`src/rtl/core/assert_macros.svh`:
```
// ----------------------------------------------------------------------------
// Assertion macros
// Shared concurrent assertion forms for the route stepper RTL.
// ----------------------------------------------------------------------------
`ifndef ASSERT_MACROS_SVH
`define ASSERT_MACROS_SVH

// A property that must hold at every clock edge outside reset.
`define GGRS_ASSERT(lbl, prop, msg) \
    lbl: assert property (@(posedge i_clk) disable iff (!i_rst_n) (prop)) else $error(msg);

// A property that must hold whenever its enabling condition is true.
`define GGRS_ASSERT_IF(lbl, en, prop, msg) \
    lbl: assert property (@(posedge i_clk) disable iff (!i_rst_n) (en) |-> (prop)) \
        else $error(msg);

`endif

```
`src/rtl/core/ggrs_pkg.sv`:
```
// ----------------------------------------------------------------------------
// ggrs_pkg
// Types, codes and constants shared by the grid route stepper modules.
// ----------------------------------------------------------------------------
package ggrs_pkg;

    localparam int GRID_COLS_DEF = 16;
    localparam int GRID_ROWS_DEF = 10;
    localparam int NCELLS_DEF    = (GRID_COLS_DEF + 1) * (GRID_ROWS_DEF + 1);

    // Field widths of the transaction payloads.
    localparam int REQ_W      = 2;
    localparam int HALF_W     = 6;
    localparam int STATUS_W   = 2;
    localparam int DIR_W      = 2;
    localparam int LDIR_W     = 3;
    localparam int POSX_W     = 5;
    localparam int POSY_W     = 4;
    localparam int CFG_IDX_W  = 2;
    localparam int CFG_DATA_W = 5;
    localparam int CELL_W     = 2;
    localparam int BND_W      = 8;
    localparam int COST_W     = 8;

    // Request codes.
    localparam logic [REQ_W-1:0] REQ_CLEAR = 2'd0;
    localparam logic [REQ_W-1:0] REQ_ADD   = 2'd1;
    localparam logic [REQ_W-1:0] REQ_STEP  = 2'd2;

    // Result status codes.
    localparam logic [STATUS_W-1:0] ST_DONE  = 2'd0;
    localparam logic [STATUS_W-1:0] ST_MOVED = 2'd1;
    localparam logic [STATUS_W-1:0] ST_GOAL  = 2'd2;
    localparam logic [STATUS_W-1:0] ST_STUCK = 2'd3;

    // Move directions; the wide form also carries "no move yet".
    localparam logic [LDIR_W-1:0] DIR_UP    = 3'd0;
    localparam logic [LDIR_W-1:0] DIR_RIGHT = 3'd1;
    localparam logic [LDIR_W-1:0] DIR_DOWN  = 3'd2;
    localparam logic [LDIR_W-1:0] DIR_LEFT  = 3'd3;
    localparam logic [LDIR_W-1:0] DIR_NONE  = 3'd4;

    // Cell states held in the map memory.
    localparam logic [CELL_W-1:0] CELL_FREE    = 2'd0;
    localparam logic [CELL_W-1:0] CELL_VISITED = 2'd1;
    localparam logic [CELL_W-1:0] CELL_BLOCKED = 2'd2;

    // Configuration register indexes and reset values.
    localparam logic [CFG_IDX_W-1:0] CFG_START_X = 2'd0;
    localparam logic [CFG_IDX_W-1:0] CFG_START_Y = 2'd1;
    localparam logic [CFG_IDX_W-1:0] CFG_GOAL_X  = 2'd2;
    localparam logic [CFG_IDX_W-1:0] CFG_GOAL_Y  = 2'd3;

    localparam logic [POSX_W-1:0] START_X_RST = 5'd1;
    localparam logic [POSY_W-1:0] START_Y_RST = 4'd4;
    localparam logic [POSX_W-1:0] GOAL_X_RST  = 5'd12;
    localparam logic [POSY_W-1:0] GOAL_Y_RST  = 4'd6;

    // Costs keep the ordering of the full-range costs: distances stay far below.
    localparam logic [COST_W-1:0] COST_BLOCKED = 8'hFF;
    localparam logic [COST_W-1:0] COST_VISITED = 8'hFE;

    typedef struct packed {
        logic [REQ_W-1:0]  req_type;
        logic [HALF_W-1:0] center_x_half;
        logic [HALF_W-1:0] center_y_half;
        logic [HALF_W-1:0] width_half;
        logic [HALF_W-1:0] length_half;
    } t_req;

    typedef struct packed {
        logic [STATUS_W-1:0] status;
        logic [DIR_W-1:0]    direction;
        logic [POSX_W-1:0]   pos_x;
        logic [POSY_W-1:0]   pos_y;
    } t_res;

    typedef logic signed [BND_W-1:0] t_bnd;

    // Rectangle outline bounds: raw edges and edges clipped to the grid.
    typedef struct packed {
        t_bnd xl;
        t_bnd xh;
        t_bnd yl;
        t_bnd yh;
        t_bnd xlo;
        t_bnd xhi;
        t_bnd ylo;
        t_bnd yhi;
        logic empty;
    } t_rect_bnd;

endpackage

```
`src/rtl/core/ggrs_ram.sv`:
```
// ----------------------------------------------------------------------------
// ggrs_ram
// Generic single-write, single-read RAM with a registered read port.
// ----------------------------------------------------------------------------
module ggrs_ram #(
    parameter int WIDTH = ggrs_pkg::CELL_W,
    parameter int DEPTH = ggrs_pkg::NCELLS_DEF
) (
    input  logic                     i_clk,
    input  logic                     i_we,
    input  logic [$clog2(DEPTH)-1:0] i_waddr,
    input  logic [WIDTH-1:0]         i_wdata,
    input  logic                     i_re,
    input  logic [$clog2(DEPTH)-1:0] i_raddr,
    output logic [WIDTH-1:0]         o_rdata
);

    logic [WIDTH-1:0] r_mem [DEPTH];
    logic [WIDTH-1:0] r_rdata;

    always_ff @(posedge i_clk) begin
        if (i_we) begin
            r_mem[i_waddr] <= i_wdata;
        end
        if (i_re) begin
            r_rdata <= r_mem[i_raddr];
        end
    end

    assign o_rdata = r_rdata;

endmodule

```
`src/rtl/core/ggrs_rect_bounds.sv`:
```
// ----------------------------------------------------------------------------
// ggrs_rect_bounds
// Turns a half-tile rectangle into outline cell bounds, raw and clipped.
// ----------------------------------------------------------------------------
module ggrs_rect_bounds #(
    parameter int GRID_COLS = ggrs_pkg::GRID_COLS_DEF,
    parameter int GRID_ROWS = ggrs_pkg::GRID_ROWS_DEF
) (
    input  ggrs_pkg::t_req      i_req,
    output ggrs_pkg::t_rect_bnd o_bnd
);

    import ggrs_pkg::*;

    localparam int A_W = HALF_W + 3;
    localparam logic signed [A_W-1:0] ROUND_UP = 3;
    localparam t_bnd COL_LIM = t_bnd'(GRID_COLS);
    localparam t_bnd ROW_LIM = t_bnd'(GRID_ROWS);
    localparam t_bnd ZERO    = '0;

    // Edges in quarter-tile units are divided by four with rounding up or down.
    function automatic t_bnd ceil_q(input logic signed [A_W-1:0] a);
        return t_bnd'((a + ROUND_UP) >>> 2);
    endfunction

    function automatic t_bnd floor_q(input logic signed [A_W-1:0] a);
        return t_bnd'(a >>> 2);
    endfunction

    logic signed [A_W-1:0] x_lo_q, x_hi_q, y_lo_q, y_hi_q;
    t_bnd xl, xh, yl, yh;

    always_comb begin
        x_lo_q = $signed(A_W'({i_req.center_x_half, 1'b0})) - $signed(A_W'(i_req.width_half));
        x_hi_q = $signed(A_W'({i_req.center_x_half, 1'b0})) + $signed(A_W'(i_req.width_half));
        y_lo_q = $signed(A_W'({i_req.center_y_half, 1'b0})) - $signed(A_W'(i_req.length_half));
        y_hi_q = $signed(A_W'({i_req.center_y_half, 1'b0})) + $signed(A_W'(i_req.length_half));
        xl = ceil_q(x_lo_q);
        xh = floor_q(x_hi_q);
        yl = ceil_q(y_lo_q);
        yh = floor_q(y_hi_q);
    end

    always_comb begin
        o_bnd.xl  = xl;
        o_bnd.xh  = xh;
        o_bnd.yl  = yl;
        o_bnd.yh  = yh;
        o_bnd.xlo = (xl < ZERO) ? ZERO : xl;
        o_bnd.xhi = (xh > COL_LIM) ? COL_LIM : xh;
        o_bnd.ylo = (yl < ZERO) ? ZERO : yl;
        o_bnd.yhi = (yh > ROW_LIM) ? ROW_LIM : yh;
        // Nothing to mark when the rectangle is inverted or lies wholly off the grid.
        o_bnd.empty = (xl > xh) || (yl > yh) || (xh < ZERO) || (xl > COL_LIM)
                      || (yh < ZERO) || (yl > ROW_LIM);
    end

endmodule

```
`src/rtl/core/greedy_grid_route_stepper.sv`:
```
// ----------------------------------------------------------------------------
// greedy_grid_route_stepper
// Greedy route planner over a grid of intersections with a memory cell map.
// ----------------------------------------------------------------------------
// Requests arrive on the i_req valid/ready channel and each one gives exactly
// one result on the o_res valid/ready channel. Start and goal are set through
// the plain write port i_cfg_*; the user writes them only while the block is idle, which the block does not enforce.
// One request is worked on at a time; the work from acceptance to a valid result:
//   clear map       every map cell in turn, one map cell written a cycle
//   add rectangle   a walk over the outline: each cell of the top and bottom rows
//                   and the first and last column of each other row
//   step            four neighbour reads through the single RAM read port
//                   plus the write-back of the current cell
//   at goal, unused no map access, straight to the result
// The cell map memory has a single write port and a single read port.
// After reset the map is cleared by a pass over every cell with o_req_ready
// low; configuration writes are taken during it.
// A result waits in the output register while the receiver stalls; the next
// request is still accepted, but its result is held until the register frees.
// ----------------------------------------------------------------------------
`include "assert_macros.svh"

module greedy_grid_route_stepper #(
    parameter int GRID_COLS = ggrs_pkg::GRID_COLS_DEF,
    parameter int GRID_ROWS = ggrs_pkg::GRID_ROWS_DEF
) (
    input  logic                               i_clk,
    input  logic                               i_rst_n,
    input  logic                               i_req_valid,
    output logic                               o_req_ready,
    input  ggrs_pkg::t_req                     i_req,
    output logic                               o_res_valid,
    input  logic                               i_res_ready,
    output ggrs_pkg::t_res                     o_res,
    input  logic                               i_cfg_wr_en,
    input  logic [ggrs_pkg::CFG_IDX_W-1:0]     i_cfg_idx,
    input  logic [ggrs_pkg::CFG_DATA_W-1:0]    i_cfg_wdata
);

    import ggrs_pkg::*;

    localparam int CW     = $clog2(GRID_COLS + 1);
    localparam int RW     = $clog2(GRID_ROWS + 1);
    localparam int NCELLS = (GRID_COLS + 1) * (GRID_ROWS + 1);
    localparam int AW     = $clog2(NCELLS);
    localparam int DW     = COST_W - 1;

    localparam logic [CW-1:0] COL_MAX    = CW'(GRID_COLS);
    localparam logic [RW-1:0] ROW_MAX    = RW'(GRID_ROWS);
    localparam logic [AW-1:0] ROW_STRIDE = AW'(GRID_COLS + 1);

    typedef enum logic [4:0] {
        S_IDLE  = 5'b00001,
        S_CLEAR = 5'b00010,
        S_RECT  = 5'b00100,
        S_STEP  = 5'b01000,
        S_RESP  = 5'b10000
    } t_state;

    function automatic logic [AW-1:0] cell_addr(input logic [CW-1:0] x,
                                                input logic [RW-1:0] y);
        return AW'(AW'(y) * ROW_STRIDE) + AW'(x);
    endfunction

    function automatic logic [CW-1:0] sat_x(input logic [POSX_W-1:0] v);
        return (DW'(v) > DW'(GRID_COLS)) ? COL_MAX : CW'(v);
    endfunction

    function automatic logic [RW-1:0] sat_y(input logic [POSY_W-1:0] v);
        return (DW'(v) > DW'(GRID_ROWS)) ? ROW_MAX : RW'(v);
    endfunction

    function automatic logic [COST_W-1:0] cell_cost(input logic [CELL_W-1:0] s,
                                                    input logic [CW-1:0]     x,
                                                    input logic [RW-1:0]     y,
                                                    input logic [POSX_W-1:0] gx,
                                                    input logic [POSY_W-1:0] gy);
        logic [DW-1:0] ex, ey, egx, egy, dx, dy;
        ex  = DW'(x);
        ey  = DW'(y);
        egx = DW'(gx);
        egy = DW'(gy);
        dx  = (egx > ex) ? (egx - ex) : (ex - egx);
        dy  = (egy > ey) ? (egy - ey) : (ey - egy);
        if (s == CELL_BLOCKED) begin
            return COST_BLOCKED;
        end else if (s == CELL_VISITED) begin
            return COST_VISITED;
        end
        return COST_W'(dx) + COST_W'(dy);
    endfunction

    // Configuration registers
    logic [POSX_W-1:0] r_start_x, r_goal_x;
    logic [POSY_W-1:0] r_start_y, r_goal_y;

    always_ff @(posedge i_clk) begin
        if (!i_rst_n) begin
            r_start_x <= START_X_RST;
            r_start_y <= START_Y_RST;
            r_goal_x  <= GOAL_X_RST;
            r_goal_y  <= GOAL_Y_RST;
        end else if (i_cfg_wr_en) begin
            case (i_cfg_idx)
                CFG_START_X: r_start_x <= i_cfg_wdata[POSX_W-1:0];
                CFG_START_Y: r_start_y <= i_cfg_wdata[POSY_W-1:0];
                CFG_GOAL_X:  r_goal_x  <= i_cfg_wdata[POSX_W-1:0];
                CFG_GOAL_Y:  r_goal_y  <= i_cfg_wdata[POSY_W-1:0];
                default: begin
                end
            endcase
        end
    end

    // Control and payload registers
    t_state             r_state, n_state;
    logic [CW-1:0]      r_pos_x, n_pos_x, r_cur_x, n_cur_x, r_ev_x, n_ev_x;
    logic [RW-1:0]      r_pos_y, n_pos_y, r_cur_y, n_cur_y, r_ev_y, n_ev_y;
    logic [LDIR_W-1:0]  r_last_dir, n_last_dir, r_pick, n_pick, r_ev_dir, n_ev_dir;
    logic               r_resp_pend, n_resp_pend, r_ev_cons, n_ev_cons;
    logic [2:0]         r_cnt, n_cnt;
    logic [COST_W-1:0]  r_best, n_best;
    t_rect_bnd          r_bnd, n_bnd;
    logic [STATUS_W-1:0] r_status, n_status;
    logic [DIR_W-1:0]   r_dir, n_dir;
    logic               r_out_valid, n_out_valid;
    t_res               r_out, n_out;

    // Map memory ports
    logic              ram_we, ram_re;
    logic [AW-1:0]     ram_waddr, ram_raddr, pos_addr, cur_addr;
    logic [CELL_W-1:0] ram_wdata, ram_rdata;

    t_rect_bnd         rect_bnd;

    ggrs_rect_bounds #(
        .GRID_COLS (GRID_COLS),
        .GRID_ROWS (GRID_ROWS)
    ) u_rect_bounds (
        .i_req (i_req),
        .o_bnd (rect_bnd)
    );

    ggrs_ram #(
        .WIDTH (CELL_W),
        .DEPTH (NCELLS)
    ) u_cell_ram (
        .i_clk   (i_clk),
        .i_we    (ram_we),
        .i_waddr (ram_waddr),
        .i_wdata (ram_wdata),
        .i_re    (ram_re),
        .i_raddr (ram_raddr),
        .o_rdata (ram_rdata)
    );

    // Neighbour selected by the step counter: up, down, right, left.
    logic [CW-1:0]     nb_x;
    logic [RW-1:0]     nb_y;
    logic [LDIR_W-1:0] nb_dir;
    logic              nb_cons;

    always_comb begin
        nb_x    = r_pos_x;
        nb_y    = r_pos_y;
        nb_dir  = DIR_UP;
        nb_cons = 1'b0;
        case (r_cnt[1:0])
            2'd0: begin
                nb_y    = r_pos_y + RW'(1);
                nb_dir  = DIR_UP;
                nb_cons = (r_pos_y != ROW_MAX) && (r_last_dir != DIR_DOWN);
            end
            2'd1: begin
                nb_y    = r_pos_y - RW'(1);
                nb_dir  = DIR_DOWN;
                nb_cons = (r_pos_y != '0) && (r_last_dir != DIR_UP);
            end
            2'd2: begin
                nb_x    = r_pos_x + CW'(1);
                nb_dir  = DIR_RIGHT;
                nb_cons = (r_pos_x != COL_MAX) && (r_last_dir != DIR_LEFT);
            end
            2'd3: begin
                nb_x    = r_pos_x - CW'(1);
                nb_dir  = DIR_LEFT;
                nb_cons = (r_pos_x != '0) && (r_last_dir != DIR_RIGHT);
            end
            default: begin
            end
        endcase
    end

    // Evaluation of the neighbour whose cell state the RAM returns this cycle.
    logic [COST_W-1:0] ev_cost;
    logic              ev_take;
    logic [LDIR_W-1:0] fin_pick;

    always_comb begin
        ev_cost  = cell_cost(ram_rdata, r_ev_x, r_ev_y, r_goal_x, r_goal_y);
        ev_take  = r_ev_cons && (ev_cost < r_best);
        fin_pick = ev_take ? r_ev_dir : r_pick;
    end

    // Outline walker position relative to the rectangle edges.
    t_bnd cur_x_s, cur_y_s;
    logic rect_edge, at_goal, out_free, req_fire;
    logic clear_we, rect_we, step_we;

    always_comb begin
        cur_x_s   = t_bnd'(r_cur_x);
        cur_y_s   = t_bnd'(r_cur_y);
        rect_edge = (cur_y_s == r_bnd.yl) || (cur_y_s == r_bnd.yh);
        at_goal   = (DW'(r_pos_x) == DW'(r_goal_x)) && (DW'(r_pos_y) == DW'(r_goal_y));
        out_free  = !r_out_valid || i_res_ready;
        req_fire  = i_req_valid && o_req_ready;
    end

    always_comb begin
        pos_addr  = cell_addr(r_pos_x, r_pos_y);
        cur_addr  = cell_addr(r_cur_x, r_cur_y);
        clear_we  = (r_state == S_CLEAR);
        rect_we   = (r_state == S_RECT)
                    && (rect_edge || (cur_x_s == r_bnd.xl) || (cur_x_s == r_bnd.xh));
        step_we   = (r_state == S_STEP) && (r_cnt == 3'd4);
        ram_we    = clear_we || rect_we || step_we;
        ram_waddr = step_we ? pos_addr : cur_addr;
        if (step_we) begin
            ram_wdata = CELL_VISITED;
        end else if (rect_we || (r_cur_x == '0) || (r_cur_y == '0)
                     || (r_cur_x == COL_MAX) || (r_cur_y == ROW_MAX)) begin
            ram_wdata = CELL_BLOCKED;
        end else begin
            ram_wdata = CELL_FREE;
        end
        ram_re    = (r_state == S_STEP) && !r_cnt[2] && nb_cons;
        ram_raddr = cell_addr(nb_x, nb_y);
    end

    assign o_req_ready = (r_state == S_IDLE);
    assign o_res_valid = r_out_valid;
    assign o_res       = r_out;

    always_comb begin
        n_state     = r_state;
        n_pos_x     = r_pos_x;
        n_pos_y     = r_pos_y;
        n_cur_x     = r_cur_x;
        n_cur_y     = r_cur_y;
        n_last_dir  = r_last_dir;
        n_resp_pend = r_resp_pend;
        n_cnt       = r_cnt;
        n_best      = r_best;
        n_pick      = r_pick;
        n_ev_cons   = r_ev_cons;
        n_ev_x      = r_ev_x;
        n_ev_y      = r_ev_y;
        n_ev_dir    = r_ev_dir;
        n_bnd       = r_bnd;
        n_status    = r_status;
        n_dir       = r_dir;
        n_out       = r_out;
        n_out_valid = r_out_valid && !i_res_ready;

        case (r_state)
            S_IDLE: begin
                if (req_fire) begin
                    n_status = ST_DONE;
                    n_dir    = DIR_UP[DIR_W-1:0];
                    case (i_req.req_type)
                        REQ_CLEAR: begin
                            n_pos_x     = sat_x(r_start_x);
                            n_pos_y     = sat_y(r_start_y);
                            n_last_dir  = DIR_NONE;
                            n_cur_x     = '0;
                            n_cur_y     = '0;
                            n_resp_pend = 1'b1;
                            n_state     = S_CLEAR;
                        end
                        REQ_ADD: begin
                            n_bnd = rect_bnd;
                            if (rect_bnd.empty) begin
                                n_state = S_RESP;
                            end else begin
                                n_cur_x = CW'(rect_bnd.xlo);
                                n_cur_y = RW'(rect_bnd.ylo);
                                n_state = S_RECT;
                            end
                        end
                        REQ_STEP: begin
                            if (at_goal) begin
                                n_status = ST_GOAL;
                                n_state  = S_RESP;
                            end else begin
                                n_cnt     = '0;
                                n_best    = COST_BLOCKED;
                                n_pick    = DIR_NONE;
                                n_ev_cons = 1'b0;
                                n_state   = S_STEP;
                            end
                        end
                        default: begin
                            n_state = S_RESP;
                        end
                    endcase
                end
            end

            S_CLEAR: begin
                if (r_cur_x == COL_MAX) begin
                    n_cur_x = '0;
                    if (r_cur_y == ROW_MAX) begin
                        n_resp_pend = 1'b0;
                        n_state     = r_resp_pend ? S_RESP : S_IDLE;
                    end else begin
                        n_cur_y = r_cur_y + RW'(1);
                    end
                end else begin
                    n_cur_x = r_cur_x + CW'(1);
                end
            end

            S_RECT: begin
                // Top and bottom rows are walked cell by cell; other rows only
                // touch the first and last columns.
                if (r_cur_x == CW'(r_bnd.xhi)) begin
                    if (r_cur_y == RW'(r_bnd.yhi)) begin
                        n_state = S_RESP;
                    end else begin
                        n_cur_y = r_cur_y + RW'(1);
                        n_cur_x = CW'(r_bnd.xlo);
                    end
                end else if (rect_edge) begin
                    n_cur_x = r_cur_x + CW'(1);
                end else begin
                    n_cur_x = CW'(r_bnd.xhi);
                end
            end

            S_STEP: begin
                // Read of neighbour k overlaps the evaluation of neighbour k-1.
                if (ev_take) begin
                    n_best = ev_cost;
                    n_pick = r_ev_dir;
                end
                if (!r_cnt[2]) begin
                    n_ev_cons = nb_cons;
                    n_ev_x    = nb_x;
                    n_ev_y    = nb_y;
                    n_ev_dir  = nb_dir;
                    n_cnt     = r_cnt + 3'd1;
                end else begin
                    n_state = S_RESP;
                    if (fin_pick == DIR_NONE) begin
                        n_status = ST_STUCK;
                    end else begin
                        n_status   = ST_MOVED;
                        n_dir      = fin_pick[DIR_W-1:0];
                        n_last_dir = fin_pick;
                        case (fin_pick)
                            DIR_UP:    n_pos_y = r_pos_y + RW'(1);
                            DIR_DOWN:  n_pos_y = r_pos_y - RW'(1);
                            DIR_RIGHT: n_pos_x = r_pos_x + CW'(1);
                            default:   n_pos_x = r_pos_x - CW'(1);
                        endcase
                    end
                end
            end

            S_RESP: begin
                if (out_free) begin
                    n_out_valid     = 1'b1;
                    n_out.status    = r_status;
                    n_out.direction = r_dir;
                    n_out.pos_x     = POSX_W'(r_pos_x);
                    n_out.pos_y     = POSY_W'(r_pos_y);
                    n_state         = S_IDLE;
                end
            end

            default: begin
                n_state = S_IDLE;
            end
        endcase
    end

    always_ff @(posedge i_clk) begin
        if (!i_rst_n) begin
            r_state     <= S_CLEAR;
            r_pos_x     <= sat_x(START_X_RST);
            r_pos_y     <= sat_y(START_Y_RST);
            r_cur_x     <= '0;
            r_cur_y     <= '0;
            r_last_dir  <= DIR_NONE;
            r_resp_pend <= 1'b0;
            r_cnt       <= '0;
            r_out_valid <= 1'b0;
        end else begin
            r_state     <= n_state;
            r_pos_x     <= n_pos_x;
            r_pos_y     <= n_pos_y;
            r_cur_x     <= n_cur_x;
            r_cur_y     <= n_cur_y;
            r_last_dir  <= n_last_dir;
            r_resp_pend <= n_resp_pend;
            r_cnt       <= n_cnt;
            r_out_valid <= n_out_valid;
        end
    end

    always_ff @(posedge i_clk) begin
        r_best    <= n_best;
        r_pick    <= n_pick;
        r_ev_cons <= n_ev_cons;
        r_ev_x    <= n_ev_x;
        r_ev_y    <= n_ev_y;
        r_ev_dir  <= n_ev_dir;
        r_bnd     <= n_bnd;
        r_status  <= n_status;
        r_dir     <= n_dir;
        r_out     <= n_out;
    end

    `GGRS_ASSERT(a_pos_in_grid, (r_pos_x <= COL_MAX) && (r_pos_y <= ROW_MAX), "position off grid")
    `GGRS_ASSERT(a_one_writer, $onehot0({clear_we, rect_we, step_we}), "two map writers at once")
    `GGRS_ASSERT_IF(a_no_self_read, ram_re, ram_raddr != pos_addr, "step read its own cell")
    `GGRS_ASSERT_IF(a_resp_loads, (r_state == S_RESP) && out_free, ##1 o_res_valid, "result lost")

endmodule
```
`config.mk`:
```
export PLATFORM = sky130hd
export DESIGN_NAME = greedy_grid_route_stepper
export DESIGN_NICKNAME = d
export VERILOG_FILES = /design/src/rtl/core/ggrs_pkg.sv /design/src/rtl/core/ggrs_ram.sv /design/src/rtl/core/ggrs_rect_bounds.sv /design/src/rtl/core/greedy_grid_route_stepper.sv
export VERILOG_INCLUDE_DIRS = /design/src /design/src/rtl/core
export SDC_FILE = /design/constraint.sdc
export NUM_CORES = 1
export LEC_CHECK = 0
export ABC_AREA = 0
export BUFFER_PORTS_ARGS = -buffer_cell sky130_fd_sc_hd__buf_2
export CORE_AREA = 2 2 200 241
export CTS_CLUSTER_SIZE = 30
export DETAILED_ROUTE_END_ITERATION = 16
export DIE_AREA = 0 0 202 243
export GPL_TIMING_DRIVEN = 0
export HOLD_SLACK_MARGIN = 0.06
export PLACE_DENSITY = 0.7
export SLEW_MARGIN = 5
export SYNTH_ARGS = -nofsm -noshare
export SYNTH_HDL_FRONTEND = slang
export SYNTH_SLANG_ARGS = --single-unit
```
`constraint.sdc`:
```
create_clock -name i_clk -period 8.66 [get_ports i_clk]
set_input_delay 1.732 -clock i_clk [delete_from_list [all_inputs] [get_ports i_clk]]
set_output_delay 1.732 -clock i_clk [all_outputs]
set_load 0.005 [all_outputs]
```
# Word level (Yosys, flattened, before mapping)
# Memory sizes are Yosys's and may differ from the RTL's. A register that Yosys moved wholly into a read port is not among the register bits.
# Index checks and enable logic that the tools add are counted.
[word_totals]
reg_bits = 130
ramBits = 374
in_bits = 38
out_inout_bits = 15
elab_cells = 292
memories = 1
[memory_table]
columns = ["memory", "words", "width", "rd", "rd_ports_with_merged_regs", "write_ports", "line_no", "rtl"]
rows = [
  ["u_cell_ram.r_mem", 187, 2, 1, 1, 1, "ggrs_ram.sv:18", "logic [WIDTH-1:0] r_mem [DEPTH];"],
]
[classes]
addsub = 21
n_mul = 3
order_cmp = 15
eq_ne = 54
mux = 102
bitwise_logic = 1
reduce_logical = 62
[ops]
columns = ["operator", "count"]
rows = [
  ["$mux 5", 22],
  ["$mux 8", 8],
  ["$mux 4", 12],
  ["$pmux 5 s2", 4],
  ["$mux 3", 12],
  ["$pmux 4 s2", 4],
  ["$pmux 5 s3", 2],
  ["$pmux 5 s5", 1],
  ["$reduce_and 5->1", 5],
  ["$add 8x5->8", 3],
  ["$mul 4x5->8 const B", 3],
  ["$mux 2", 10],
  ["$add 8x3->9 const B", 2],
  ["$ne 2x2->1 const B", 9],
  ["$pmux 3 s2", 3],
  ["$add 7x6->8", 2],
  ["$pmux 8 s2", 1],
  ["$sub 7x6->8", 2],
  ["$logic_or 1x1->1", 15],
  ["$gt 7x7->1", 2],
  ["$lt 7x1->1 const B", 2],
  ["$mux 1", 14],
  ["$mux 7", 2],
  ["$ne 2x1->1 const B", 7],
  ["63 further kinds", 111],
]

# Longest topological paths before layout
# Gate-level depths: netlist (run 1).
[logic_depth]
ltp_word = 13
mapped_depth = 29
depth_no_buf = 29

# Hierarchy
# Synthesis (run 1) repeated with hierarchy kept, for this count alone.
[hier_totals]
hier_cells = 2094
hier_area_um2 = 26469.1
[by_module_without_submodules]
columns = ["mod", "instances", "cells_each", "area_per_inst_um2", "seq_area_each_um2"]
rows = [
  ["ggrs_ram", 1, 935, 15711.3, 11290.8],
  ["greedy_grid_route_stepper", 1, 849, 8538.2, 3563.4],
  ["ggrs_rect_bounds", 1, 310, 2219.6, 0.0],
]

# Worst setup path before layout (run 1)
# No wires, ideal clock.
[synth_timing]
path_kind = "reg-to-reg"
start = "register r_cnt[1]"
end = "memory u_cell_ram.r_mem[0][1] (netlist bit), data pin"
setup_ns = 1.071
arrival_ns = 6.479
required_time_ns = 7.589
path_slack_ns = 1.110
stages_incl_launch_ff = 8
path_buffers = 2
period_less_slack_ns = 7.550
cell_sequence = "dfxtp_1 -> inv_1 -> ha_1 -> clkbuf_1 -> nand3_1 -> inv_1 -> buf_2 -> nor2_1"
[synth_between]
elab_chain_len = 3
[synth_lines]
columns = ["element", "line_no", "rtl"]
rows = [
  ["start: declaration", "greedy_grid_route_stepper.sv:121", "logic [2:0] r_cnt, n_cnt;"],
  ["start signal: assignment", "greedy_grid_route_stepper.sv:406", "r_cnt <= n_cnt;"],
  ["$eq 3x3->1", "greedy_grid_route_stepper.sv:225", "step_we = (r_state == S_STEP) && (r_cnt == 3'd4);"],
  ["$logic_and 1x1->1", "greedy_grid_route_stepper.sv:225", ""],
  ["$mux 2", "greedy_grid_route_stepper.sv:228", "if (step_we) begin"],
  ["via ram_wdata[1]", "greedy_grid_route_stepper.sv:132", "logic [CELL_W-1:0] ram_wdata, ram_rdata;"],
  ["end: declaration", "ggrs_ram.sv:18", ""],
]
# The timed path passes the listed nets, and every way through them passes these cells.

# Worst setup path in the final report (run 1)
[layout_timing]
start = "register r_goal_x[0]"
end = "register r_pos_x[2]"
[layout_between]
elab_chain_len = 13
word_cells_on_any_way = 21
cone_classes = "add/sub (3); order compare (2); eq/ne (5); mux (7); reduce/logical (4)"
[layout_lines]
columns = ["element", "line_no", "rtl"]
rows = [
  ["start: declaration", "greedy_grid_route_stepper.sv:94", "logic [POSX_W-1:0] r_start_x, r_goal_x;"],
  ["start signal: assignment", "greedy_grid_route_stepper.sv:107", "CFG_GOAL_X: r_goal_x <= i_cfg_wdata[POSX_W-1:0];"],
  ["$sub 5x5->6 or $gt 5x5->1 (tied branches)", "greedy_grid_route_stepper.sv:83", "dx = (egx > ex) ? (egx - ex) : (ex - egx);"],
  ["$mux 7 (*)", "greedy_grid_route_stepper.sv:83", ""],
  ["$add 7x7->8 (*)", "greedy_grid_route_stepper.sv:90", "return COST_W'(dx) + COST_W'(dy);"],
  ["$mux 8 (*)", "greedy_grid_route_stepper.sv:90", ""],
  ["via ev_cost[5]", "greedy_grid_route_stepper.sv:195", "logic [COST_W-1:0] ev_cost;"],
  ["$lt 8x8->1 (*)", "greedy_grid_route_stepper.sv:201", "ev_take = r_ev_cons && (ev_cost < r_best);"],
  ["$logic_and 1x1->1 (*)", "greedy_grid_route_stepper.sv:201", ""],
  ["$mux 3 (*)", "-", ""],
  ["$eq 3x2->1 or $logic_not 3->1 (tied branches)", "greedy_grid_route_stepper.sv:360", "case (fin_pick)"],
  ["$reduce_or 2->1 (no source line)", "-", ""],
  ["$pmux 5 s2", "greedy_grid_route_stepper.sv:360", ""],
  ["$mux 5", "greedy_grid_route_stepper.sv:354", "if (fin_pick == DIR_NONE) begin"],
  ["$mux 5", "greedy_grid_route_stepper.sv:346", "if (!r_cnt[2]) begin"],
  ["$pmux 5 s2", "greedy_grid_route_stepper.sv:265", "case (r_state)"],
  ["end signal: assignment", "greedy_grid_route_stepper.sv:390", "r_pos_x <= sat_x(START_X_RST);"],
  ["end signal: assignment", "greedy_grid_route_stepper.sv:400", "r_pos_x <= n_pos_x;"],
  ["end: declaration", "greedy_grid_route_stepper.sv:117", "logic [CW-1:0] r_pos_x, n_pos_x, r_cur_x, n_cur_x, r_ev_x, n_ev_x;"],
]
# Mark *: on every way through the listed nets, which the timed path passes. The rest lies on a longest branch. The select of a mux whose other input is x is not followed.
# A chain may end at the register's enable or synchronous reset.

==> out/qor.txt, run 1 <==
Outcome - completed
Sink Count - 505
Setup WS pre-CTS - 1.817 ns
Skew-Pair Late Insertion Delay - 0.60 ns
Gr usage total - 0.2404
Cell taking the most area after synthesis - edfxtp_1
Initial antenna violation count - 0
Top FF cell, synth - edfxtp_1
Final wirelength - 58240 um
Yosys top cell area share - 0.5375
Slew Viols, Final - 0
Starting Density - 0.5455
Power Internal - 4.629 mW
Setup Total Neg Slack - 0 ns
Worst hold path type - register to register
Static Leak - 9.855 nW
Largest net degree at the start of global routing - 127
CTS clk-pin slew, worst paths - 0.06 ns
Syn_area_per_cell - 13.24 um2
Top-count cell post-synth - edfxtp_1
IO Count - 53
Post-synth ARST share - 0
Via count - 16070
Register area share after synthesis - 0.5760
Max FO, Critical Path - 9
Iter 0 DRT Violations - 1366
# rows - 87
Placed Cells - 2607
Tcrit/Tclk final - 0.7948
Top post-synthesis cells by count - edfxtp_1, nor2_1, inv_1
Root Buffer - clkbuf_16
Post-CTS Setup Inserts - 0
Final net count - 2197
PwrDens - 231.7 nW/um2
EDFF count, synth - 456
Non-Filler Instances - 2699
Die width - 202 um
Max-slew headroom - 0.1711
Die Y - 243 um
Comb pwr share - 0.213
HPWL after detailed placement - 40540 um
Max rail drop VDD - 0.1802 mV
Crit path DAT - 7.34 ns
Switch share - 0.2958
Cell Area, Synth - 25480 um2
Share of layout cells above drive strength 1 - 0.1527
Crit path required time - 9.12 ns
CTS H-tree depth - 2
Hold-fix buffers, CTS - 0
RSZ-0062 raised after global routing - false
Least-Margin Pin Slew - 1.239 ns
Hold Fails Final Rpt - 0
Final WS setup - 1.777 ns
First-pass GRT wire length - 91000 um
Number of port buffers - 52
CTS tree - yes
Crit end category - register
Post-layout util - 0.6075
GRT overflow - 0
Worst setup path category - register to register
Ant diodes - 0
Number of global-route vias before repair - 16270
Warnings, synthesis - 0
Synthesized instance count - 1924
DRT Pass-1 Iters - 7
Placer Congestion - 0.8687
Filler Cells Inserted - 3578
CTS max path bufs - 3
Endpoints failing setup - 0
Net switching power figure - 1.945 mW
Die Area - 49090 um2
Max cap viols - 0
Num CTS Buffers - 50
Final Hold Slack - 0.4184 ns
Post-layout min period - 6.883 ns
Synthesized net count - 2085
Yosys reg bits - 505
Reg2Reg Setup Slack - 1.78 ns
Post-CTS sizing - 0
Core Region - 46700 um2
Top post-synthesis cells by area - edfxtp_1, mux4_2, ha_1
Post-synth cell types - 84
Clock network power share - 0.333
Setup Skew - 0.01432 ns
Remaining antenna violation count after routing - 0
DR vias/cell - 5.954
Seq pwr share - 0.454
Wire length per cell - 21.58 um
FMAX - 145.3 MHz
Startpoint Class - register
Drt drc - 0
Synth-to-Final Area Change - 11.37%
## power by group through the flow
stage          sequential, mW  clock (mW)  combinational, mW
5_1_grt                  2.99        2.31               1.53
3_3_place_gp             3.15           0               1.23
3_5_place_dp             3.03           0               1.39
4_1_cts                  2.98        2.22               1.40
6_report                 2.98        2.19               1.40
2_1_floorplan            3.07           0              0.844
## metrics by stage
step	total power, mW	instance area [um2]
floorplan	3.918	25480
global placement	4.378	26520
detailed placement	4.423	26720
CTS	6.603	28370
global route	6.826	28370
finish	6.574	28370
## worst max-delay path, cell delays in order, from the launching register on
cell	delay, ns
dfxtp_1	0.37
inv_1	0.08
ha_1	0.15
inv_1	0.05
fa_1	0.39
a21o_1	0.18
a21oi_1	0.19
nor2b_1	0.08
o21a_1	0.26
mux2i_1	0.15
a221o_1	0.30
a221o_1	0.34
a221o_1	0.32
a222oi_1	0.37
ha_1	0.35
xnor2_1	0.14
nand2b_1	0.18
ha_1	0.32
a21o_1	0.17
a21oi_1	0.14
nor2b_1	0.06
a31oi_1	0.15
nand4b_1	0.53
mux2_2	0.52
o21bai_1	0.54
nor4_1	0.10
a221oi_1	0.23
nor2_1	0.06
## kinds of logic (layout without fill, tap and decap cells)
family | count (synthesis) | in the layout | share of synthesized area
compound gates | 246 | 246 | 0.06532
xor+xnor | 93 | 93 | 0.03256
fa+ha+maj | 123 | 123 | 0.06395
buf+inv | 216 | 368 | 0.03467
flops | 505 | 505 | 0.5760
mux | 170 | 170 | 0.1251
simple gates | 571 | 571 | 0.1024
## placed cells by master, fill, tap and decap left out, types with 12 or more instances in the layout
cell type	count
a21o_1	16
a21oi_1	76
buf_2	61
clkbuf_1	76
clkbuf_16	50
dfxtp_1	49
edfxtp_1	456
fa_1	12
ha_1	111
inv_1	119
mux2i_1	44
mux4_2	118
nand2_1	94
nand2b_1	17
nand3_1	34
nor2_1	283
nor2b_1	26
nor3_1	27
nor3b_1	12
o21ai_0	48
xnor2_1	46
xor2_1	44
## worst paths after layout
kind	startpoint	depth (start not counted)	end
max reg2reg	r_goal_x[0]	27	r_pos_x[2]
min reg2reg	r_status[0]	0	o_res[11]
min	r_status[0]	0	o_res[11]
max	r_goal_x[0]	27	r_pos_x[2]
## metal layers
metal	global-route usage	up-vias	routed length (um)
li1	-	7361	-
met1	0.3117	8030	23550
met2	0.4156	556	29460
met3	0.03222	122	3345
met4	0.08586	0	1882
met5	0	-	0
## area by class of cell
type / instances / area (um2) / share of cell area
Inverter: 120 / 450.4 / 0.01588
Multi-Input combinational cell: 1203 / 9941 / 0.3504
Tap cell: 623 / 779.5 / 0.02748
Timing Repair Buffer: 60 / 437.9 / 0.01544
Clock inverter: 35 / 361.6 / 0.01275
Buffer: 96 / 439.2 / 0.01548
Sequential cell: 505 / 14670 / 0.5172
Clock buffer: 57 / 1287 / 0.04538
## registers in the layout (all words and copies together) (netlist names), 5 cells and up
name and count:
u_cell_ram.r_mem 374, r_best 8, r_start_x 5, r_ev_x 5, o_res 13, r_cur_x 5, r_goal_x 5, r_state 5
r_pos_x 5, r_bnd 40
Power figures use the tool's default switching activity.
==> run 2, diff against run 1 <==
- ABC_AREA: 0 -> 1
- CORE_AREA: 2 2 200 241 -> 2 2 201 242
- DIE_AREA: 0 0 202 243 -> 0 0 203 244
- clock period: 8.66 -> 7.1 ns (I/O delays scaled with it)
==> run 2 against run 1 <==
  * Synthesized area increased by 0.76%
  * Flip-flop and latch count unchanged
  * Cell area about the same
  * Die area increased by 0.91%
  * Global-route usage increased by 5.3 points
  * Total power decreased by 6.4%
  * First-iteration DRC count increased by 72%
  * Count of clock-buffer cells in the layout increased by 2
  * Non-clock buffer count increased by 32
  * Maximum frequency increased by 13%
  * Clock skew increased by 0.030 ns
  * Register-to-register slack got worse by 0.74 ns
  * Largest cell class unchanged
  * Highest routed layer unchanged
==> out/qor.txt, run 2 <==
Outcome - completed
FF-to-FF End - r_pos_x[4]
Max cap viols - 0 (unchanged)
DR vias/cell - 6.082 (+2.2%)
CTS tree - yes
Number of port buffers - 52 (unchanged)
Wire length per cell - 21.75 um (+0.80%)
Number of global-route vias before repair - 20130 (+24%)
Max FO, Critical Path - 9 (unchanged)
Hold Fails Final Rpt - 0 (unchanged)
Die Y - 244 um (+0.41%)
EDFF count, synth - 456 (unchanged)
Ant diodes - 0 (unchanged)
Gr usage total - 0.2936 (+0.05321)
Cell taking the most area after synthesis - edfxtp_1
Placer Congestion - 0.8866 (+2.1%)
CTS clk-pin slew, worst paths - 0.06 ns (about the same)
Hold-fix buffers, CTS - 0 (unchanged)
Post-CTS sizing - 0 (unchanged)
First-pass GRT wire length - 111300 um (+22%)
Synthesized net count - 2752 (+32%)
Num CTS Buffers - 48 (-4.0%)
Post-synth ARST share - 0 (unchanged)
Core Region - 46920 um2 (+0.47%)
Top reg by flops - u_cell_ram.r_mem
Top FF cell, synth - edfxtp_1
Initial antenna violation count - 0 (unchanged)
Drt drc - 0 (unchanged)
Root Buffer - clkbuf_16
Reg2Reg Depth - 29 (+7.4%)
Endpoints failing setup - 0 (unchanged)
Most common cell after layout, fill and taps aside - nor2_1
Top-count cell post-synth - nor2_1
FMAX - 164.9 MHz (+13%)
Die width - 203 um (+0.50%)
Least-Margin Pin Slew - 1.145 ns (-0.09376 ns)
Share of layout cells above drive strength 1 - 0.07670 (-0.07600)
Critical Path Sink - r_pos_x[4]
Remaining antenna violation count after routing - 0 (unchanged)
Skew-Pair Late Insertion Delay - 0.61 ns (about the same)
Max rail drop VDD - 0.2196 mV (+22%)
Top post-synthesis cells by count - nor2_1, edfxtp_1, nand2_1
Setup Skew - 0.04453 ns (+0.03021 ns)
Syn_area_per_cell - 9.907 um2 (-25%)
Post-layout min period - 6.064 ns (-0.8186 ns)
Final net count - 2861 (+30%)
Starting Density - 0.5471 (+0.001576)
Cell Area, Synth - 25670 um2 (+0.76%)
Die Area - 49530 um2 (+0.91%)
Crit path required time - 7.58 ns (-1.54 ns)
Startpoint Class - register
CP max-delay cell - o21ai_1
Placed Cells - 3271 (+25%)
Worst hold path type - register to register
Largest net degree at the start of global routing - 197 (+55%)
Tcrit/Tclk final - 0.8541 (+0.05933)
IO Count - 53 (unchanged)
Synth-to-Final Area Change - 10.59%
Most frequent cells in the layout - nor2_1, edfxtp_1, nand2_1
Yosys top cell area share - 0.5335 (-0.004035)
Iter 0 DRT Violations - 2345 (+72%)
Slew Viols, Final - 0 (unchanged)
Crit path depth - 29 (+7.4%)
Final wirelength - 73110 um (+26%)
HPWL after detailed placement - 48990 um (+21%)
Total Power - 6.154 mW (-6.4%)
Worst r2r src - r_goal_x[0]
Yosys reg bits - 505 (unchanged)
Crit path DAT - 6.54 ns (-0.80 ns)
GRT overflow - 0 (unchanged)
# rows - 87 (unchanged)
Non-Filler Instances - 3361 (+25%)
Reg2Reg Setup Slack - 1.04 ns (-0.74 ns)
DRT Pass-1 Iters - 6 (-1)
CTS max path bufs - 3 (unchanged)
PwrDens - 216.8 nW/um2 (-6.4%)
Crit end category - register
Synthesized instance count - 2591 (+35%)
Via count - 20440 (+27%)
Sink Count - 505 (unchanged)
Max-slew headroom - 0.2338 (+0.06274)
Post-synth cell types - 53 (-37%)
RSZ-0062 raised after global routing - false
Worst Setup SP - r_goal_x[0]
Worst setup path category - register to register
CTS H-tree depth - 2 (unchanged)
Post-CTS Setup Inserts - 0 (unchanged)
CP max stage delay - 0.53 ns (about the same)
Top delay family on crit path - compound AO/OA/AOI/OAI gates
Critical Path Most Common Cell - inv_1
Buffers & Inverters on Critical Path - 5 (+3)
Top post-synthesis cells by area - edfxtp_1, nor2_1, ha_1
Warnings, synthesis - 0 (unchanged)
Max reg flops - 374 (unchanged)
Static Leak - 10.52 nW (+6.7%)
Register area share after synthesis - 0.5717 (-0.004324)
-- run 2: final cells by class --
type,count,area (um2)
Buffer,129,538.0
Inverter,246,923.4
Clock inverter,29,267.8
Clock buffer,59,1242
Tap cell,623,779.5
Sequential cell,505,14670
Timing Repair Buffer,59,410.4
Fill cell,3856,18530
Multi-Input combinational cell,1711,9552
-- run 2: worst min-delay path by stage --
stage                 from   endpoint  slack (ns)  cells after the start
2_1_floorplan     r_dir[1]  o_res[10]        0.40                      0
3_3_place_gp   r_status[1]  o_res[12]        0.42                      0
3_5_place_dp   r_status[0]  o_res[11]        0.40                      0
4_1_cts        r_status[0]  o_res[11]        0.42                      0
5_1_grt        r_status[1]  o_res[12]        0.44                      0
6_report       r_status[0]  o_res[11]        0.42                      0
-- run 2: metrics by stage --
| step | hold slack (ns) | instance area [um2] | worst slack (ns) | TNS [ns] | util |
|---|---|---|---|---|---|
| 4_1_cts | 0.4193 | 28350 | 0.9720 | 0 | 0.6043 |
| 3_5_place_dp | 0.4045 | 26840 | 0.9747 | 0 | 0.5721 |
| 3_3_place_gp | 0.4152 | 26710 | -4.924 | -919.18 | 0.5693 |
| 5_1_grt | 0.4358 | 28390 | 0.3036 | 0 | 0.6051 |
| 2_1_floorplan | 0.4003 | 25670 | 0.2453 | 0 | - |
| 6_report | 0.4175 | 28390 | 1.036 | 0 | 0.6051 |
-- run 2: logic make-up after synthesis --
group	share of synthesized area
adder cells (fa/ha/maj)	0.06347
AND/OR/NAND/NOR	0.1622
multiplexers	0.001657
flip-flops	0.5717
AO/OA/AOI/OAI	0.1220
buffers and inverters	0.05684
XOR/XNOR	0.02218
-- run 2: power breakdown --
| part | internal (mW) | switching (mW) | leakage [nW] |
|---|---|---|---|
| combinational | 0.141 | 0.278 | 5.27 |
| clock | 1.36 | 1.15 | 0.732 |
| sequential | 3.21 | 0.00843 | 4.51 |
-- run 2: per-layer routing --
metal	routed length, um	track usage
met1	27320	0.3655
met2	34890	0.4967
met3	7073	0.04904
met4	3825	0.1462
met5	0	0
==> run 3, diff against run 2 <==
- CORE_AREA: 2 2 201 242 -> 2 2 192 232
- DIE_AREA: 0 0 203 244 -> 0 0 194 234
- PLACE_DENSITY: 0.7 -> 0.75
==> run 3 against run 2 <==
  * First-iteration DRC count rose by 7.3%
  * Global-route usage rose by 1.9 points
  * Register-to-register slack improved by 0.16 ns
  * Largest cell class unchanged
==> out/qor.txt, run 3 (synthesis results as in run 2) <==
Share of layout cells above drive strength 1 - 0.07931 (+0.002615)
Num CTS Buffers - 47 (-2.1%)
Endpoints failing setup - 0 (unchanged)
Least-Margin Pin Slew - 1.071 ns (-0.07444 ns)
Core Region - 43300 um2 (-7.7%)
Remaining antenna violation count after routing - 0 (unchanged)
CTS H-tree depth - 2 (unchanged)
Seq pwr share - 0.521 (-0.002)
Starting Density - 0.5928 (+0.04567)
Post-layout min period - 5.901 ns (-0.1636 ns)
Die width - 194 um (-4.4%)
CTS clk-pin slew, worst paths - 0.06 ns (about the same)
Top reg by flops - u_cell_ram.r_mem
# rows - 84 (-3.4%)
Worst hold path type - register to register
Synth-to-Final Area Change - 10.33%
Number of global-route vias before repair - 20180 (+0.25%)
Sink Count - 505 (unchanged)
Hold-fix buffers, CTS - 0 (unchanged)
Largest net degree at the start of global routing - 197 (unchanged)
First-pass GRT wire length - 109500 um (-1.6%)
Startpoint Class - register
Ant diodes - 0 (unchanged)
Final net count - 2859 (-0.070%)
Max rail drop VDD - 0.1829 mV (-17%)
Via count - 20550 (+0.53%)
Outcome - completed
Slew Viols, Final - 0 (unchanged)
Root Buffer - clkbuf_16
Die Y - 234 um (-4.1%)
Post-CTS sizing - 0 (unchanged)
Most common cell after layout, fill and taps aside - nor2_1
Number of port buffers - 52 (unchanged)
Iter 0 DRT Violations - 2516 (+7.3%)
IO Count - 53 (unchanged)
Post-CTS Setup Inserts - 0 (unchanged)
HPWL after detailed placement - 48380 um (-1.3%)
Max FO, Critical Path - 10 (+1)
Wire length per cell - 21.79 um (+0.16%)
Crit path required time - 7.38 ns (-0.20 ns)
Tcrit/Tclk final - 0.8311 (-0.02304)
Power Internal - 4.763 mW (+0.96%)
Hold Fails Final Rpt - 0 (unchanged)
Die Area - 45400 um2 (-8.4%)
Gr usage total - 0.3125 (+0.01896)
Net switching power figure - 1.413 mW (-1.6%)
CTS max path bufs - 3 (unchanged)
Max reg flops - 374 (unchanged)
Worst setup path category - register to register
Static Leak - 10.51 nW (about the same)
GRT overflow - 0 (unchanged)
PwrDens - 218.1 nW/um2 (+0.60%)
Non-Filler Instances - 3295 (-2.0%)
Filler Cells Inserted - 3439 (-11%)
Placer Congestion - 0.9265 (+4.5%)
Clock network power share - 0.411 (+0.003)
Initial antenna violation count - 0 (unchanged)
Most frequent cells in the layout - nor2_1, edfxtp_1, nand2_1
Max cap viols - 0 (unchanged)
Final Hold Slack - 0.4277 ns (+0.01026 ns)
Crit path DAT - 6.18 ns (-0.36 ns)
Switch share - 0.2288 (-0.004506)
FMAX - 169.5 MHz (+2.8%)
Placed Cells - 3206 (-2.0%)
Skew-Pair Late Insertion Delay - 0.60 ns (about the same)
Post-layout util - 0.6540 (+0.04898)
CTS tree - yes
Setup Skew - 0.03697 ns (-0.007561 ns)
Crit end category - register
DR vias/cell - 6.237 (+2.5%)
Max-slew headroom - 0.2863 (+0.05245)
DRT Pass-1 Iters - 8 (+2)
Drt drc - 0 (unchanged)
Final wirelength - 71790 um (-1.8%)
RSZ-0062 raised after global routing - false
Comb pwr share - 0.068 (about the same)
## run 3: changes by cell type in the layout (fill, tap and decap cells not counted), sizes merged
cell      change
clkinv        -6
inv           +2
clkbuf        -3
buf           -1
clkinvlp      +5
bufinv        +1
## run 3: worst max-delay path, cell delays in order, from the launching register on
cell	delay, ns
dfxtp_1	0.61
inv_1	0.25
ha_1	0.29
xnor2_1	0.23
o221ai_1	0.35
ha_1	0.45
inv_1	0.07
fa_1	0.53
clkbuf_1	0.27
clkbuf_1	0.48
clkbuf_1	0.83
o221ai_1	0.36
o211ai_1	0.23
nand3_1	0.15
a21oi_1	0.34
o31ai_1	0.16
## run 3: through the flow
stage | area (um2) | setup WS [ns] | TNS, ns | power (mW)
final | 28320 | 1.199 | 0 | 6.177
after global routing | 28320 | 0.5501 | 0 | 6.343
after CTS | 28270 | 1.142 | 0 | 6.179
after detailed placement | 26720 | 1.151 | 0 | 3.700
after global placement | 26630 | -4.784 | -891.66 | 3.682
after floorplan | 25670 | 0.2453 | 0 | 3.580
## run 3: worst paths after layout
kind                from               endpoint  slack (ns)  depth (start not counted)
max           r_pos_y[0]  u_cell_ram.o_rdata[1]        1.20                         15
max reg2reg   r_pos_y[0]  u_cell_ram.o_rdata[1]        1.20                         15
min          r_status[0]              o_res[11]        0.43                          0
min reg2reg  r_status[0]              o_res[11]        0.43                          0
## run 3: layer usage
metal | up-vias | part of all wire | global-route usage
met2 | 1277 | 0.47 | 0.5245
met3 | 294 | 0.10 | 0.06343
met5 | - | 0 | 0
met4 | 0 | 0.056 | 0.1712
li1 | 9260 | - | -
met1 | 9720 | 0.37 | 0.3826
## run 3: layout make-up
type	instances	area (um2)	share of cell area
inverters	246	923.4	0.03260
plain buffers	129	538.0	0.01900
repair buffers	58	382.9	0.01352
well taps	559	699.4	0.02470
clock inverters	31	306.5	0.01082
multi-input cells	1711	9555	0.3374
clock buffers	56	1241	0.04383
flip-flops and latches	505	14670	0.5181
## run 3: power by group through the flow
stage	combinational [mW]	sequential (mW)	clock, mW
after floorplan	0.298	3.28	0
after global placement	0.397	3.28	0
after detailed placement	0.415	3.28	0
after CTS	0.417	3.22	2.54
after global routing	0.477	3.22	2.65
final	0.417	3.22	2.54
